$ cat src/sv/wfn_pkg.sv
// ----------------------------------------------------------------------------
// wfn_pkg
// Shared types and constants for the wall-following navigation controller:
// state and motion codes, register indexes and register reset values.
// ----------------------------------------------------------------------------
package wfn_pkg;

    // navigation states
    typedef enum logic [2:0] {
        ST_SEARCH  = 3'd0,
        ST_HUG     = 3'd1,
        ST_CRIGHT  = 3'd2,
        ST_CLEFT   = 3'd3,
        ST_TRIGHT  = 3'd4,
        ST_TLEFT   = 3'd5,
        ST_REVERSE = 3'd6,
        ST_UNJAM   = 3'd7
    } nav_state_t;

    // motion commands
    typedef enum logic [2:0] {
        MOT_FORWARD  = 3'd0,
        MOT_RFR_SEQ  = 3'd1,
        MOT_TURN_L   = 3'd2,
        MOT_UNJAM    = 3'd3,
        MOT_BACKWARD = 3'd4
    } motion_t;

    // widths fixed by the field definitions
    localparam int unsigned FIELD_WIDTH = 16;
    localparam int unsigned TRIM_WIDTH  = 9;
    localparam int unsigned BYTE_WIDTH  = 8;
    localparam int unsigned INDEX_WIDTH = 3;

    // register indexes
    localparam logic [INDEX_WIDTH-1:0] REG_FRONT_CLOSE = 3'd0;
    localparam logic [INDEX_WIDTH-1:0] REG_FRONT_FAR   = 3'd1;
    localparam logic [INDEX_WIDTH-1:0] REG_RIGHT_CLOSE = 3'd2;
    localparam logic [INDEX_WIDTH-1:0] REG_RIGHT_FAR   = 3'd3;
    localparam logic [INDEX_WIDTH-1:0] REG_RIGHT_CORN  = 3'd4;
    localparam logic [INDEX_WIDTH-1:0] REG_JAM         = 3'd5;
    localparam logic [INDEX_WIDTH-1:0] REG_CURVE_TRIM  = 3'd6;
    localparam logic [INDEX_WIDTH-1:0] REG_STALE_LIMIT = 3'd7;

    // register reset values
    localparam logic [FIELD_WIDTH-1:0] RST_FRONT_CLOSE = 16'd50;
    localparam logic [FIELD_WIDTH-1:0] RST_FRONT_FAR   = 16'd100;
    localparam logic [FIELD_WIDTH-1:0] RST_RIGHT_CLOSE = 16'd50;
    localparam logic [FIELD_WIDTH-1:0] RST_RIGHT_FAR   = 16'd100;
    localparam logic [FIELD_WIDTH-1:0] RST_RIGHT_CORN  = 16'd300;
    localparam logic [FIELD_WIDTH-1:0] RST_JAM         = 16'd30;
    localparam logic [BYTE_WIDTH-1:0]  RST_CURVE_TRIM  = 8'd10;
    localparam logic [BYTE_WIDTH-1:0]  RST_STALE_LIMIT = 8'd10;

    // hold counter top and wall-hug delta threshold
    localparam logic [BYTE_WIDTH-1:0]         HOLD_MAX    = 8'd255;
    localparam logic signed [FIELD_WIDTH-1:0] DELTA_LIMIT = -16'sd10;

endpackage

$ cat src/sv/wfn_step.sv
// ----------------------------------------------------------------------------
// wfn_step
// Combinational transition and output logic: picks the next navigation
// state from the current state, hold count and readings, then derives the
// motion command and steering trim of that new state.
// ----------------------------------------------------------------------------
module wfn_step #(
    parameter int unsigned DIST_WIDTH = 16
) (
    input  wfn_pkg::nav_state_t                     cur_state,
    input  logic [wfn_pkg::BYTE_WIDTH-1:0]          hold_count,
    input  logic [DIST_WIDTH-1:0]                   front_dist,
    input  logic [DIST_WIDTH-1:0]                   right_dist,
    input  logic signed [wfn_pkg::FIELD_WIDTH-1:0]  delta_right,
    input  logic [DIST_WIDTH-1:0]                   front_close,
    input  logic [DIST_WIDTH-1:0]                   front_far,
    input  logic [DIST_WIDTH-1:0]                   right_close,
    input  logic [DIST_WIDTH-1:0]                   right_far,
    input  logic [DIST_WIDTH-1:0]                   right_corner,
    input  logic [DIST_WIDTH-1:0]                   jam_dist,
    input  logic [wfn_pkg::BYTE_WIDTH-1:0]          curve_trim,
    input  logic [wfn_pkg::BYTE_WIDTH-1:0]          stale_limit,
    output wfn_pkg::nav_state_t                     nxt_state,
    output wfn_pkg::motion_t                        motion,
    output logic signed [wfn_pkg::TRIM_WIDTH-1:0]   trim
);
    import wfn_pkg::*;

    logic jammed;
    logic f_lt_fc;
    logic f_lt_ff;
    logic r_lt_rf;
    logic signed [TRIM_WIDTH-1:0] full_trim;
    logic signed [TRIM_WIDTH-1:0] half_trim;

    // shared threshold tests
    assign jammed  = (right_dist < jam_dist) || (front_dist < jam_dist);
    assign f_lt_fc = front_dist < front_close;
    assign f_lt_ff = front_dist < front_far;
    assign r_lt_rf = right_dist < right_far;

    // next state, highest priority rule first
    always_comb begin
        nxt_state = cur_state;
        case (cur_state)
            ST_SEARCH: begin
                if (f_lt_fc)      nxt_state = ST_REVERSE;
                else if (f_lt_ff) nxt_state = ST_TLEFT;
                else if (r_lt_rf) nxt_state = ST_HUG;
            end
            ST_HUG: begin
                if (jammed)                         nxt_state = ST_UNJAM;
                else if (f_lt_fc)                   nxt_state = ST_REVERSE;
                else if (f_lt_ff)                   nxt_state = ST_TLEFT;
                else if (right_dist > right_corner) nxt_state = ST_TRIGHT;
                else if (right_dist > right_far)    nxt_state = ST_CRIGHT;
                else if (right_dist < right_close)  nxt_state = ST_CLEFT;
            end
            ST_CRIGHT: begin
                if (jammed)                        nxt_state = ST_UNJAM;
                else if (f_lt_fc)                  nxt_state = ST_REVERSE;
                else if (f_lt_ff)                  nxt_state = ST_TLEFT;
                else if (right_dist > right_close) nxt_state = ST_HUG;
            end
            ST_CLEFT: begin
                if (jammed)       nxt_state = ST_UNJAM;
                else if (f_lt_fc) nxt_state = ST_REVERSE;
                else if (f_lt_ff) nxt_state = ST_TLEFT;
                else if (r_lt_rf) nxt_state = ST_HUG;
            end
            ST_TRIGHT: begin
                // give up after too long in the turn
                if (hold_count > stale_limit) nxt_state = ST_SEARCH;
                else if (f_lt_fc)             nxt_state = ST_REVERSE;
                else if (f_lt_ff)             nxt_state = ST_TLEFT;
                else if (r_lt_rf)             nxt_state = ST_HUG;
            end
            ST_TLEFT: begin
                if (jammed)       nxt_state = ST_UNJAM;
                else if (f_lt_fc) nxt_state = ST_REVERSE;
                else if ((front_dist > front_far) && (right_dist < right_corner))
                    nxt_state = ST_SEARCH;
            end
            ST_UNJAM: begin
                if ((right_dist > jam_dist) && (front_dist > jam_dist))
                    nxt_state = ST_SEARCH;
            end
            ST_REVERSE: begin
                if (front_dist > front_close) nxt_state = ST_TLEFT;
            end
            default: nxt_state = cur_state;
        endcase
    end

    // trim magnitudes, full and truncated half
    assign full_trim = $signed({1'b0, curve_trim});
    assign half_trim = $signed({2'b00, curve_trim[BYTE_WIDTH-1:1]});

    // motion command and trim of the new state
    always_comb begin
        motion = MOT_FORWARD;
        trim   = '0;
        case (nxt_state)
            ST_HUG: begin
                trim = (delta_right > DELTA_LIMIT) ? half_trim : -half_trim;
            end
            ST_CRIGHT:  trim   = -full_trim;
            ST_CLEFT:   trim   = full_trim;
            ST_TRIGHT:  motion = MOT_RFR_SEQ;
            ST_TLEFT:   motion = MOT_TURN_L;
            ST_UNJAM:   motion = MOT_UNJAM;
            ST_REVERSE: motion = MOT_BACKWARD;
            default:    motion = MOT_FORWARD;
        endcase
    end

endmodule

$ cat src/sv/wall_follow_nav_fsm_unit.sv
// ----------------------------------------------------------------------------
// wall_follow_nav_fsm_unit
// Eight-state wall-following navigation controller with a plain
// configuration write port and valid/ready reading and command channels.
// ----------------------------------------------------------------------------
// One item per clock: a reading is taken whenever the result register is
// empty or its item is being taken in the same cycle, and its command
// appears in the result register in the cycle after acceptance. The whole
// decision (hold count update, threshold tests, next state, motion and
// trim) is a single level of logic between the accepted reading and the
// result register, so the state that the next item sees is already updated
// at that edge. Distances and distance thresholds are compared on their low
// DIST_WIDTH bits. After reset the block is in the searching state with a
// hold count of zero and all thresholds at their defaults.
module wall_follow_nav_fsm_unit #(
    parameter int unsigned DIST_WIDTH = 16
) (
    input  logic                                    aclk,
    input  logic                                    aresetn,
    // configuration writes
    input  logic                                    cfg_wr_en,
    input  logic [wfn_pkg::INDEX_WIDTH-1:0]         cfg_addr,
    input  logic [wfn_pkg::FIELD_WIDTH-1:0]         cfg_wr_data,
    // readings
    input  logic                                    s_valid,
    output logic                                    s_ready,
    input  logic [wfn_pkg::FIELD_WIDTH-1:0]         s_front_dist,
    input  logic [wfn_pkg::FIELD_WIDTH-1:0]         s_right_dist,
    input  logic signed [wfn_pkg::FIELD_WIDTH-1:0]  s_delta_right,
    // commands
    output logic                                    m_valid,
    input  logic                                    m_ready,
    output logic [2:0]                              m_new_state,
    output logic [2:0]                              m_motion,
    output logic signed [wfn_pkg::TRIM_WIDTH-1:0]   m_trim
);
    import wfn_pkg::*;

    // threshold registers
    logic [DIST_WIDTH-1:0] front_close_reg;
    logic [DIST_WIDTH-1:0] front_far_reg;
    logic [DIST_WIDTH-1:0] right_close_reg;
    logic [DIST_WIDTH-1:0] right_far_reg;
    logic [DIST_WIDTH-1:0] right_corner_reg;
    logic [DIST_WIDTH-1:0] jam_dist_reg;
    logic [BYTE_WIDTH-1:0] curve_trim_reg;
    logic [BYTE_WIDTH-1:0] stale_limit_reg;

    // controller state
    nav_state_t            nav_state_reg;
    nav_state_t            prev_state_reg;
    logic [BYTE_WIDTH-1:0] hold_count_reg;
    logic [BYTE_WIDTH-1:0] hold_count_next;

    // result register
    logic                         m_valid_reg;
    logic [2:0]                   new_state_reg;
    logic [2:0]                   motion_reg;
    logic signed [TRIM_WIDTH-1:0] trim_reg;

    logic                         accept;
    nav_state_t                   step_state;
    motion_t                      step_motion;
    logic signed [TRIM_WIDTH-1:0] step_trim;

    // handshake
    assign s_ready = !m_valid_reg || m_ready;
    assign accept  = s_valid && s_ready;

    // configuration writes
    always_ff @(posedge aclk) begin
        if (!aresetn) begin
            front_close_reg  <= RST_FRONT_CLOSE[DIST_WIDTH-1:0];
            front_far_reg    <= RST_FRONT_FAR[DIST_WIDTH-1:0];
            right_close_reg  <= RST_RIGHT_CLOSE[DIST_WIDTH-1:0];
            right_far_reg    <= RST_RIGHT_FAR[DIST_WIDTH-1:0];
            right_corner_reg <= RST_RIGHT_CORN[DIST_WIDTH-1:0];
            jam_dist_reg     <= RST_JAM[DIST_WIDTH-1:0];
            curve_trim_reg   <= RST_CURVE_TRIM;
            stale_limit_reg  <= RST_STALE_LIMIT;
        end else if (cfg_wr_en) begin
            case (cfg_addr)
                REG_FRONT_CLOSE: front_close_reg  <= cfg_wr_data[DIST_WIDTH-1:0];
                REG_FRONT_FAR:   front_far_reg    <= cfg_wr_data[DIST_WIDTH-1:0];
                REG_RIGHT_CLOSE: right_close_reg  <= cfg_wr_data[DIST_WIDTH-1:0];
                REG_RIGHT_FAR:   right_far_reg    <= cfg_wr_data[DIST_WIDTH-1:0];
                REG_RIGHT_CORN:  right_corner_reg <= cfg_wr_data[DIST_WIDTH-1:0];
                REG_JAM:         jam_dist_reg     <= cfg_wr_data[DIST_WIDTH-1:0];
                REG_CURVE_TRIM:  curve_trim_reg   <= cfg_wr_data[BYTE_WIDTH-1:0];
                REG_STALE_LIMIT: stale_limit_reg  <= cfg_wr_data[BYTE_WIDTH-1:0];
                default: ;
            endcase
        end
    end

    // hold counter: counts steps spent in one state, saturating
    always_comb begin
        if (nav_state_reg == prev_state_reg) begin
            hold_count_next = (hold_count_reg == HOLD_MAX) ? hold_count_reg
                                                           : hold_count_reg + 8'd1;
        end else begin
            hold_count_next = '0;
        end
    end

    // transition and command logic
    wfn_step #(
        .DIST_WIDTH (DIST_WIDTH)
    ) u_step (
        .cur_state    (nav_state_reg),
        .hold_count   (hold_count_next),
        .front_dist   (s_front_dist[DIST_WIDTH-1:0]),
        .right_dist   (s_right_dist[DIST_WIDTH-1:0]),
        .delta_right  (s_delta_right),
        .front_close  (front_close_reg),
        .front_far    (front_far_reg),
        .right_close  (right_close_reg),
        .right_far    (right_far_reg),
        .right_corner (right_corner_reg),
        .jam_dist     (jam_dist_reg),
        .curve_trim   (curve_trim_reg),
        .stale_limit  (stale_limit_reg),
        .nxt_state    (step_state),
        .motion       (step_motion),
        .trim         (step_trim)
    );

    // state update on each accepted item
    always_ff @(posedge aclk) begin
        if (!aresetn) begin
            nav_state_reg  <= ST_SEARCH;
            prev_state_reg <= ST_SEARCH;
            hold_count_reg <= '0;
        end else if (accept) begin
            nav_state_reg  <= step_state;
            prev_state_reg <= nav_state_reg;
            hold_count_reg <= hold_count_next;
        end
    end

    // result valid flag
    always_ff @(posedge aclk) begin
        if (!aresetn) begin
            m_valid_reg <= 1'b0;
        end else if (accept) begin
            m_valid_reg <= 1'b1;
        end else if (m_ready) begin
            m_valid_reg <= 1'b0;
        end
    end

    // result payload
    always_ff @(posedge aclk) begin
        if (accept) begin
            new_state_reg <= step_state;
            motion_reg    <= step_motion;
            trim_reg      <= step_trim;
        end
    end

    assign m_valid     = m_valid_reg;
    assign m_new_state = new_state_reg;
    assign m_motion    = motion_reg;
    assign m_trim      = trim_reg;

endmodule

$ cat config.mk
export PLATFORM = sky130hd
export DESIGN_NAME = wall_follow_nav_fsm_unit
export DESIGN_NICKNAME = d
export VERILOG_FILES = /design/src/sv/wfn_pkg.sv /design/src/sv/wfn_step.sv /design/src/sv/wall_follow_nav_fsm_unit.sv
export SDC_FILE = /design/constraint.sdc
export NUM_CORES = 1
export LEC_CHECK = 0
export ABC_AREA = 0
export BUFFER_PORTS_ARGS = -buffer_cell sky130_fd_sc_hd__buf_2
export CAP_MARGIN = 20
export CORE_UTILIZATION = 60
export DETAILED_ROUTE_END_ITERATION = 10
export PLACE_DENSITY = 0.83
export SETUP_SLACK_MARGIN = 0.2
export SLEW_MARGIN = 20
export SYNTH_ARGS = -nofsm -noshare
export SYNTH_HDL_FRONTEND = slang
export SYNTH_SLANG_ARGS = --single-unit
$ cat constraint.sdc
create_clock -name aclk -period 10.9 [get_ports aclk]
set_clock_uncertainty 0.15 [all_clocks]
set_input_delay 1.635 -clock aclk [delete_from_list [all_inputs] [get_ports aclk]]
set_output_delay 1.635 -clock aclk [all_outputs]
set_load 0.005 [all_outputs]
Yosys cells after proc, flatten, opt, wreduce, memory -nomap -nowiden
Cells that the tools add are included.
{ "word_totals": {"ramBits": 0, "n_memories": 0, "in_bits": 72, "word_cells": 102, "out_inout_bits": 17, "regBits": 142, "latch_bits": 0, "mem_bits_ro": 0} }
{ "op_classes": {"n_mux": 28, "shifts": 0, "n_addsub": 3, "reduce_logical": 17, "magnitude_cmp": 16, "n_bitwise": 0, "n_eq_ne": 23, "multipliers": 0, "n_div": 0} }
{ "ops": {"columns": ["operator", "n"], "rows": [
  ["16-bit greater-than comparator", 7],
  ["16-bit less-than comparator", 7],
  ["3-bit two-way mux", 20],
  ["3-bit == test (second input constant)", 12],
  ["9-bit case mux with 3 select lines", 1],
  ["3-bit case mux with 8 select lines", 1],
  ["3-bit by 2-bit == test with 1-bit output (second input constant)", 6],
  ["16-bit by 5-bit greater-than comparator with 1-bit output (second input constant)", 1],
  ["8-bit two-way mux", 2],
  ["2-bit AND reduction", 8],
  ["3-bit case mux with 4 select lines", 1],
  ["3-bit by 1-bit == test with 1-bit output (second input constant)", 3],
  ["9-bit two-way mux", 1],
  ["7-bit negator with 9-bit output", 1],
  ["8-bit negator with 9-bit output", 1],
  ["8-bit by 1-bit adder with 8-bit output (second input constant)", 1],
  ["8-bit == test (second input constant)", 1],
  ["8-bit greater-than comparator", 1],
  ["3-bit logical NOT", 2],
  ["3-bit == test", 1],
  ["1-bit logical AND", 3],
  ["1-bit logical OR", 2],
  ["1-bit two-way mux", 2],
  ["2-bit nonzero test", 1],
  ["1-bit logical NOT", 1]
]} }

Logic depth before layout (Yosys ltp)
Gate-level depths: netlist of the first run.
{ "depth": {"ltp_word": 10, "depth_mapped": 18, "mapped_depth_nobuf": 17} }

Cells and area by module
From an unflattened synthesis of the first run, not the netlist that was laid out.
{ "unflattened": {"hier_cells": 1171, "hier_area_um2": 9115.0} }
{ "by_module_without_submodules": {"columns": ["module", "instances", "seq_area_each_um2", "area_each_um2", "cells_each"], "rows": [
  ["wall_follow_nav_fsm_unit", 1, 2992.9, 5270.1, 631],
  ["wfn_step", 1, 0.0, 3844.9, 540]
]} }

Worst setup path before layout of the first run
No wires, ideal clock.
{ "synth_path": {"kind": "input to register", "from": "input port s_right_dist[15] in the netlist's numbering", "to": "register trim_reg[2], in the netlist m_trim[2], data pin", "setup_time_ns": 0.265, "arrival_ns": 4.073, "cell_stages": 11, "n_path_buf": 1, "path_slack_ns": 6.412, "t_required_ns": 10.485, "path_cell_list": "ha_1 nand4_2 o21bai_1 or3_1 or4_1 o2bb2ai_1 o41ai_4 buf_6 nand4_1 a32oi_1 nor2_1"} }
{ "synth_between": {"elab_chain_cells": 10, "elab_cells_between_ends": 35, "cone_classes": "order compare: 8; eq/ne: 3; mux: 21; reduce/logical: 3"} }
{ "synth_rtl": {"columns": ["element", "line_no", "text"], "rows": [
  ["from (decl)", "wall_follow_nav_fsm_unit.sv:28", "input logic [wfn_pkg::FIELD_WIDTH-1:0] s_right_dist,"],
  ["16-bit less-than comparator", "wfn_step.sv:57", "else if (right_dist < right_close) nxt_state = ST_CLEFT;"],
  ["3-bit two-way mux", "wfn_step.sv:57", null],
  ["3-bit two-way mux", "wfn_step.sv:56", "else if (right_dist > right_far) nxt_state = ST_CRIGHT;"],
  ["3-bit two-way mux", "wfn_step.sv:55", "else if (right_dist > right_corner) nxt_state = ST_TRIGHT;"],
  ["3-bit two-way mux", "wfn_step.sv:54", "else if (f_lt_ff) nxt_state = ST_TLEFT;"],
  ["3-bit two-way mux", "wfn_step.sv:53", "else if (f_lt_fc) nxt_state = ST_REVERSE;"],
  ["3-bit two-way mux", "wfn_step.sv:52", "if (jammed) nxt_state = ST_UNJAM;"],
  ["3-bit case mux with 8 select lines (*)", "wfn_step.sv:45", "case (cur_state)"],
  ["3-bit by 2-bit == test with 1-bit output / 3-bit by 1-bit == test with 1-bit output (equally long branches)", "wfn_step.sv:103", "case (nxt_state)"],
  ["9-bit case mux with 3 select lines (*)", "wfn_step.sv:103", null],
  ["via step_trim[2]", "wall_follow_nav_fsm_unit.sv:64", "logic signed [TRIM_WIDTH-1:0] step_trim;"],
  ["to (signal assigned)", "wall_follow_nav_fsm_unit.sv:157", "trim_reg <= step_trim;"],
  ["to (decl)", "wall_follow_nav_fsm_unit.sv:59", "logic signed [TRIM_WIDTH-1:0] trim_reg;"]
]} }
Mark *: on every way through the listed nets, which the timed path passes. The rest lies on a longest branch.
A chain may end at the register's enable or synchronous reset.

Worst setup path after layout of the first run
{ "layout_path": {"from": "input port s_right_dist[15] in the netlist's numbering", "to": "register trim_reg[4], in the netlist m_trim[4], data pin"} }
The elaborated chain is that of the path after synthesis.

==> results of run 1 <==
[worst min-delay path, delay by kind of cell, from the launching register on]
family / cells / cell delay (ps)
AND/OR/NAND/NOR: 1 / 40
AO/OA/AOI/OAI: 1 / 60
flip-flops: 1 / 310
[metrics by stage]
stage	util	area [µm²]	power (mW)	setup WS [ps]	hold WS [ps]
after global routing	0.700	10300	1.47	5630	334
after floorplan	-	9220	0.753	6410	293
after CTS	0.700	10300	1.41	5840	318
after global placement	0.659	9720	0.825	5670	303
final	0.700	10300	1.42	5790	312
after detailed placement	0.660	9740	0.832	5490	310
[layer usage]
layer,track usage,wire (µm),vias to the layer above,part of all wire
met5,0,0,-,0
met4,0.137,709,0,0.029
met3,0.0582,1930,61,0.079
met2,0.529,11400,330,0.46
met1,0.420,10600,4006,0.43
li1,-,-,4142,-
[where the power goes]
group	internal (mW)	switching, mW	total (mW)
Sequential	0.555	0.0143	0.570
Combinational	0.102	0.158	0.260
Clock	0.351	0.236	0.587
[how the worst max path moves through the flow]
stage / startpoint / end / slack, ps / cells after the start
3_3_place_gp: s_front_dist[15] / m_trim[2]$_DFFE_PP_ / 5670 / 11
3_5_place_dp: s_right_dist[15] / m_trim[2]$_DFFE_PP_ / 5490 / 10
4_1_cts: s_right_dist[15] / m_trim[4]$_DFFE_PP_ / 5840 / 10
6_report: s_right_dist[15] / m_trim[4]$_DFFE_PP_ / 5790 / 10
5_1_grt: s_right_dist[15] / m_trim[4]$_DFFE_PP_ / 5630 / 10
2_1_floorplan: s_right_dist[15] / m_trim[2]$_DFFE_PP_ / 6410 / 11
[area by class of cell]
cell class / instances / area, µm² / area share
Sequential cell: 142 / 2990 / 0.290
Inverter: 115 / 432 / 0.0418
Clock buffer: 19 / 454 / 0.0439
Timing Repair Buffer: 94 / 489 / 0.0473
Clock inverter: 13 / 139 / 0.0134
Multi-Input combinational cell: 847 / 5600 / 0.542
Tap cell: 184 / 230 / 0.0223
[cells by family after synthesis]
kind of cell / share of synthesized area
compound gates: 0.209
xor+xnor: 0.0123
fa+ha+maj: 0.167
buf+inv: 0.0700
flops: 0.325
mux: 0.00326
simple gates: 0.214
[cell usage in the layout, fill, tap and decap left out, types with 27 or more instances in the layout]
master,instances
a21boi_0,100
a21oi_1,61
buf_2,88
dfxtp_1,127
ha_1,123
inv_1,115
nand2_1,258
nand3_1,27
nand4_1,42
nor2_1,40
o211ai_1,33
==> flow_summary.yaml, run 1 <==
cells_and_area:
  post_route_cells_drive_above_1_share: 0.115
  insertedDiodeCount: 0
  nFillCells: 1182
  syn_to_final_growth_pct: 12.1
  nNetsFinal: 1412
  fin_cells: 1414
critical_path:
  path_cells: "buf_2, ha_1, nand4_2, a2111oi_0, nor3_1, o21ba_2, o41ai_4, a211oi_1, a32oi_1, nor2_1"
  critPathMaxFanout: 16
  r2r_setup_slack_ps: 6300
  reg2regPathDepth: 15
  cp.arrival_ps: 5120
  critPathBufInv: 1
  crit_slowest_cell: "a2111oi_0"
  crit_family: "compound AO/OA/AOI/OAI gates"
  endpoint_kind: "flop"
  critPathRequiredTime_ps: 10910
  path_class: "primary input to flop"
  start_kind: "primary input"
  reg2reg_from: "hold_count_reg[0]$_SDFFE_PN0P_"
  r2r_end: "m_trim[4]$_DFFE_PP_"
  cpPeakStageDelay_ps: 850
cts:
  cts_tree: "built"
  post-cts-setup-buffer-count: 0
  cts_max_path_buffers: 2
  ctsHoldBuffers: 0
  worstSkewPairLatency_ps: 430
  clkSinkCount: 142
  path_clk_slew_ps: 60
  htreeDepth: 4
  cts_buffers: 17
  cts-root-buf: "clkbuf_16"
  cts_resized: 0
die:
  die_w_um: 126
  start_util: 0.625
  boundaryPins: 89
  core_area_um2: 14800
  dieArea_um2: 15900
  die_y_um: 126
  rows: 44
synth:
  syn_avg_cell_area_um2: 8.00
  synth_flop_cell: "dfxtp_1"
  synth-edff-count: 15
  synth_top_area_cell: "dfxtp_1"
  syn-num-nets: 1348
  synth_seq_cells: 142
  synth.most_common_cell: "nand2_1"
  synthesis.area_um2: 9220
  ys_top_cells_by_area: "dfxtp_1, ha_1, nand2_1, a21boi_0, edfxtp_1"
  yosysWarnings: 0
  yosys.area.top_type_share: 0.276
  netlist_top_cells_count: "nand2_1, dfxtp_1, ha_1, inv_1, a21boi_0"
  yosysSeqAreaShare: 0.325
  synthArstFlopShare: 0
  netlist_instances: 1153
  synth_cell_type_count: 65
timing:
  fin_crit_sh: 0.469
  rsz0062_at_grt: "no"
  fmax_ghz: 0.196
  max_slew.worst_pin.slew_ps: 967
  slew_headroom: 0.354
  hold_viol_final: 0
  slew_violations: 0
  fin_crit_ps: 5110
  setup_tns_ps: 0
  setup_violations: 0
route:
  antenna_left: 0
  drt_wl_total_mm: 24.6
  drt-wirelength-per-cell_um: 17.4
  first_iter_violations: 800
  remaining_drc_errors: 0
  drt-pass1-iter-count: 7
  num_vias: 8539
  via_per_inst: 6.04
hold_path:
  hp-start: "right_close_reg[7]$_SDFFE_PN0P_"
  holdPathStages: 2
  hold_path_class: "flop to flop"
  min_to: "right_close_reg[7]$_SDFFE_PN0P_"
global_routing:
  gr-usage-all-layers: 0.324
  antenna_found_initial: 0
  grt_first_pass_wirelength_mm: 40.6
  grt_max_degree: 128
  grt_pass1_vias: 8257
  grt-ovfl-total: 0
outcome:
  outcome: "completed"
placement:
  routabilityCongestion: 0.943
  io_buffers: 88
  place_inst: 1382
  hpwl_mm: 17.7
flow_run:
  maxCapViolCount: 0
power:
  ir_drop_mv: 0.107
  p_leak_nw: 4.13
  power.density_nw_per_um2: 137
(Power assumes the default switching activity.)
==> inputs of run 2 (changes only) <==
Settings changed: CORE_UTILIZATION 60 to 55, PLACE_DENSITY 0.83 to 0.8.
Clock period 10.9 ns to 4.7 ns, I/O delays scaled along.
==> run 2 against run 1 <==
Compared with the run above: final area rose by 1.6%; routed wire length fell by 1.8%; critical path depth grew 6; core utilization shrank 4.9 points; cell count is 2.6% higher; flip-flop and latch count stayed put; register-to-register slack worse by 5800 ps; first-iteration DRC count is 6.3% lower; global-route usage shrank 4.2 points; critical endpoint is now m_trim[5]$_DFFE_PP_.
==> flow_summary.yaml, run 2 (synthesis gave the netlist of run 1 again) <==
timing:
  rsz0062_at_grt: "no"
  fin_crit_sh: 0.888
  fin_crit_ps: 4180
  max_slew.worst_pin.slew_ps: 1010
  slew_violations: 0
  slew_headroom: 0.323
  setup_violations: 0
  hold_viol_final: 0
  setup_slack_ps: 524
  setup_tns_ps: 0
  fmax_ghz: 0.239
critical_path:
  endpoint_kind: "flop"
  critPathRequiredTime_ps: 4710
  cpPeakStageDelay_ps: 380
  start_kind: "flop"
  path_cells: "ha_1, and3_1, nand3_1, nand4_1, xor2_1, nor2_1, ha_1, nand4_1, a21o_1, o21ai_0, a21o_1, o2111ai_1, nor2_2, inv_1, a32oi_1, nor2_1"
  cp.arrival_ps: 4190
  crit_family: "simple AND/OR/NAND/NOR gates"
  reg2regPathDepth: 16
  crit_slowest_cell: "dfxtp_1"
  critical_path_depth: 16
  critPathBufInv: 1
  path_class: "flop to flop"
  critPathMaxFanout: 11
hold_path:
  hold_path_class: "flop to flop"
  holdPathStages: 2
route:
  drt-wirelength-per-cell_um: 16.7
  remaining_drc_errors: 0
  first_iter_violations: 750
  antenna_left: 0
  via_per_inst: 5.80
  drt-pass1-iter-count: 5
  drt_wl_total_mm: 24.2
  num_vias: 8416
cts:
  cts_buffers: 17
  htreeDepth: 4
  cts-root-buf: "clkbuf_16"
  path_clk_slew_ps: 60
  clkSinkCount: 142
  worstSkewPairLatency_ps: 430
  cts_tree: "built"
  post-cts-setup-buffer-count: 0
  cts_max_path_buffers: 2
cells_and_area:
  final_cell_mix: "nand2_1, dfxtp_1, ha_1"
  nFillCells: 1348
  post_route_cells_drive_above_1_share: 0.119
  fin_cells: 1451
  final_cell_area_um2: 10500
  final_common_cell: "nand2_1"
  nNetsFinal: 1417
  insertedDiodeCount: 0
  syn_to_final_growth_pct: 13.9
global_routing:
  grt_max_degree: 128
  grtUsageMet1: 0.365
  grt_use_met3: 0.0463
  grt_busiest_layer: "met2"
  grtUsageMet2: 0.469
  antenna_found_initial: 0
  grt_first_pass_wirelength_mm: 39.0
  gr-usage-all-layers: 0.281
  grt_pass1_vias: 7870
  grt-ovfl-total: 0
placement:
  pre_cts_ws_ps: 522
  io_buffers: 88
  placed_cell_area_um2: 9820
  place_inst: 1419
  routabilityCongestion: 0.966
  hpwl_mm: 17.2
die:
  die_y_um: 131
  rows: 46
  core_area_um2: 16100
  boundaryPins: 89
  dieArea_um2: 17300
  die_w_um: 131
  start_util: 0.572
power:
  power.density_nw_per_um2: 328
  p_total_mw: 3.45
  p_leak_nw: 4.19
  ir_drop_mv: 0.252
flow_run:
  maxCapViolCount: 0
outcome:
  outcome: "completed"
[run 2: worst paths after layout]
path / end / slack [ps] / from
worst min-delay path: jam_dist_reg[10]$_SDFFE_PN0P_ / 310 / jam_dist_reg[10]$_SDFFE_PN0P_
worst min register to register: jam_dist_reg[10]$_SDFFE_PN0P_ / 310 / jam_dist_reg[10]$_SDFFE_PN0P_
worst max register to register: m_trim[5]$_DFFE_PP_ / 520 / hold_count_reg[0]$_SDFFE_PN0P_
worst max-delay path: m_trim[5]$_DFFE_PP_ / 520 / hold_count_reg[0]$_SDFFE_PN0P_
[run 2: per-stage QoR]
| step | hold WS (ps) | util |
|---|---|---|
| after floorplan | 293 | - |
| after global placement | 303 | 0.609 |
| after detailed placement | 310 | 0.609 |
| after CTS | 318 | 0.651 |
| after global routing | 337 | 0.652 |
| final | 313 | 0.652 |
[run 2: layer usage]
metal  wire [µm]  vias to the layer above
li1            -                     4150
met1       10900                     3953
met2       11200                      269
met3        1530                       44
met4         568                        0
met5           0                        -
[run 2: worst reg2reg max path, cell delays in order, from the launching register on]
cell and delay (ps):
dfxtp_1 380, ha_1 240, and3_1 220, nand3_1 270, nand4_1 230, xor2_1 190
nor2_1 90, ha_1 310, nand4_1 110, a21o_1 210, o21ai_0 280, a21o_1 200
o2111ai_1 210, nor2_2 280, inv_1 220, a32oi_1 240, nor2_1 60
[run 2: where the power goes]
part / total, mW / leakage [nW] / switching [mW] / internal, mW
Sequential: 1.31 / 1.18 / 0.0209 / 1.29
Combinational: 0.620 / 2.69 / 0.376 / 0.244
Clock: 1.52 / 0.324 / 0.526 / 0.991
[run 2: final cells by class]
type                       instances  area [µm²]  area share
clock buffer                      24         523      0.0498
clock inverter                     8         149      0.0142
inverter                         115         432      0.0411
multi-input combinational        847        5610       0.534
sequential                       142        2990       0.285
tap                              216         270      0.0257
timing repair buffer              99         529      0.0504
[run 2: what timing repair did]
action	CTS	global route
hold buffers	0	0
endpoints found under the setup margin	0	6
resized for setup	0	2
==> inputs of run 3 (changes only) <==
Settings changed: CORE_UTILIZATION 55 to 54, PLACE_DENSITY 0.8 to 0.79, SYNTH_HIERARCHICAL set to 1.
==> run 3 against run 2 <==
Compared with the run above: core utilization is 3.1 points lower; power is 2.6% lower; synthesized cell count increased by 1.6%; register-to-register slack got worse by 30 ps; sequential share of layout area rose by 0.72 points; via count shrank 0.12%; clock power decreased by 9%; non-clock buffer count down 9; fmax decreased by 0.64%; final area decreased by 2.3%; cell count increased by 0.90%; setup slack lost 27 ps; critical path type unchanged; critical endpoint is now m_trim[4]$_DFFE_PP_.
==> flow_summary.yaml, run 3 <==
outcome:
  outcome: "completed"
global_routing:
  grt_pass1_vias: 7723
  grt-ovfl-total: 0
  grt_max_degree: 61
  grt_first_pass_wirelength_mm: 37.9
  antenna_found_initial: 0
  gr-usage-all-layers: 0.274
critical_path:
  reg2regPathDepth: 17
  critPathLaunch: "hold_count_reg[0]$_SDFFE_PN0P_"
  critPathMaxFanout: 9
  start_kind: "flop"
  endpoint_kind: "flop"
  critPathRequiredTime_ps: 4780
  reg2reg_from: "hold_count_reg[0]$_SDFFE_PN0P_"
  cp.arrival_ps: 4280
  path_class: "flop to flop"
cts:
  clkSinkCount: 142
  htreeDepth: 4
  cts_max_path_buffers: 2
  cts_buffers: 17
  ctsHoldBuffers: 0
  path_clk_slew_ps: 60
  cts_tree: "built"
  cts-root-buf: "clkbuf_16"
  worstSkewPairLatency_ps: 420
synth:
  synth_flop_cell: "dfxtp_1"
  synth-simple-area-share: 0.237
  synthesis.area_um2: 9110
  muxShareOfSynthArea: 0.00439
  syn-num-nets: 1366
  netlist_instances: 1171
  netlist_top_cells_count: "nand2_1, a21oi_1, dfxtp_1, ha_1, inv_1"
  synthArstFlopShare: 0
  yosysSeqAreaShare: 0.328
  ys_top_cells_by_area: "dfxtp_1, ha_1, nand2_1, a21oi_1, edfxtp_1"
  yosysWarnings: 6
  synth_cell_type_count: 75
  syn_avg_cell_area_um2: 7.78
  synth_compound_area_frac: 0.173
  yosys.area.top_type_share: 0.279
  yosys.area_share.adder: 0.169
  synth.most_common_cell: "nand2_1"
  synth-edff-count: 15
  synthXorXnorAreaFrac: 0.0154
  synth_seq_cells: 142
  synth_top_area_cell: "dfxtp_1"
  synth_top_family_by_area: "simple AND/OR/NAND/NOR gates"
cells_and_area:
  ff_latch_area_um2: 3000
  syn_to_final_growth_pct: 12.6
  fin_cells: 1464
  nFillCells: 1405
  multi_input_area_um2: 5480
  insertedDiodeCount: 0
  final_common_cell: "nand2_1"
  post_route_cells_drive_above_1_share: 0.127
  final_cell_mix: "nand2_1, a21oi_1, dfxtp_1"
  nNetsFinal: 1426
timing:
  max_slew.worst_pin.slew_ps: 893
  fmax_ghz: 0.238
  fin_crit_ps: 4200
  slew_headroom: 0.404
  slew_violations: 0
  setup_violations: 0
  setup_tns_ps: 0
  hold_viol_final: 0
  hold_slack_ps: 303
  rsz0062_at_grt: "no"
  fin_crit_sh: 0.894
flow_run:
  maxCapViolCount: 0
route:
  num_vias: 8406
  remaining_drc_errors: 0
  via_per_inst: 5.74
  drt_wl_total_mm: 23.5
  drt-wirelength-per-cell_um: 16.1
  antenna_left: 0
  first_iter_violations: 646
  drt-pass1-iter-count: 5
placement:
  io_buffers: 88
  hpwl_mm: 16.9
  routabilityCongestion: 0.893
  place_inst: 1432
die:
  dieArea_um2: 17400
  die_w_um: 132
  die_y_um: 132
  boundaryPins: 89
  core_area_um2: 16500
  rows: 47
  start_util: 0.552
power:
  p_total_mw: 3.36
  p_leak_nw: 4.23
  power.density_nw_per_um2: 327
  ir_drop_mv: 0.260
hold_path:
  holdPathStages: 2
  hold_path_class: "flop to flop"
  hp-start: "front_far_reg[3]$_SDFFE_PN0P_"
==> run 3: changes by cell type after synthesis, moves of 15 or more <==
cell,delta
a21boi_0,-100
nand2_1,+28
o211ai_1,-28
buf_2,+21
nand4_1,-15
clkbuf_1,-16
a21oi_1,+90
nand3_1,+23
==> run 3: power breakdown <==
part	switching, mW	total [mW]	internal [mW]
clock	0.515	1.39	0.878
sequential	0.0374	1.33	1.29
combinational	0.389	0.636	0.247
total	0.942	3.36	2.42
==> run 3: metal layers <==
metal  global-route usage  part of all wire  vias to the layer above
met4               0.0872             0.019                        0
li1                     -                 -                     4162
met2                0.441              0.45                      314
met3               0.0661             0.075                       39
met5                    0                 0                        -
met1                0.361              0.45                     3891
==> run 3: cell families after synthesis <==
kind of cell             Yosys count
AO/OA/AOI/OAI                    254
XOR/XNOR                          16
buffers and inverters            164
multiplexers                       4
adder cells (fa/ha/maj)          123
flip-flops                       142
AND/OR/NAND/NOR                  468
==> run 3: critical path, cell delays in order (launching register included) <==
cell	delay (ps)
dfxtp_1	420
ha_2	270
nand3_1	110
or2_1	320
mux2i_1	170
nor2_1	70
ha_1	340
nor2b_1	140
o211ai_1	150
a21oi_1	100
o32ai_2	370
nor4b_4	300
a32oi_2	170
nand4_2	200
nand2_2	160
inv_2	110
nand2b_1	150
o32ai_1	330
==> run 3: path summary, 6_finish.rpt <==
kind | endpoint | slack [ps]
hold reg to reg | front_far_reg[3]$_SDFFE_PN0P_ | 300
setup / recovery | m_trim[4]$_DFFE_PP_ | 500
setup reg to reg | m_trim[4]$_DFFE_PP_ | 500
hold / removal | front_far_reg[3]$_SDFFE_PN0P_ | 300
==> run 3: repair_timing <==
action                                  in CTS  in global routing
setup buffers                                0                  0
hold endpoints to repair                     0                  0
endpoints found under the setup margin       0                 10
gates resized for setup                      0                  7
==> run 3: per-stage QoR <==
step	setup WS, ps	instance area [µm²]	utilization
detailed placement	419	9620	0.582
floorplan	902	9110	-
global route	177	10300	0.621
finish	497	10300	0.621
CTS	368	10200	0.619
global placement	544	9620	0.582
==> run 3: cell type report <==
class | count | share of cell area
sequential | 142 | 0.292
clock buffer | 23 | 0.0466
inverter | 115 | 0.0421
multi-input combinational | 865 | 0.534
timing repair buffer | 90 | 0.0456
tap | 220 | 0.0268
clock inverter | 9 | 0.0130
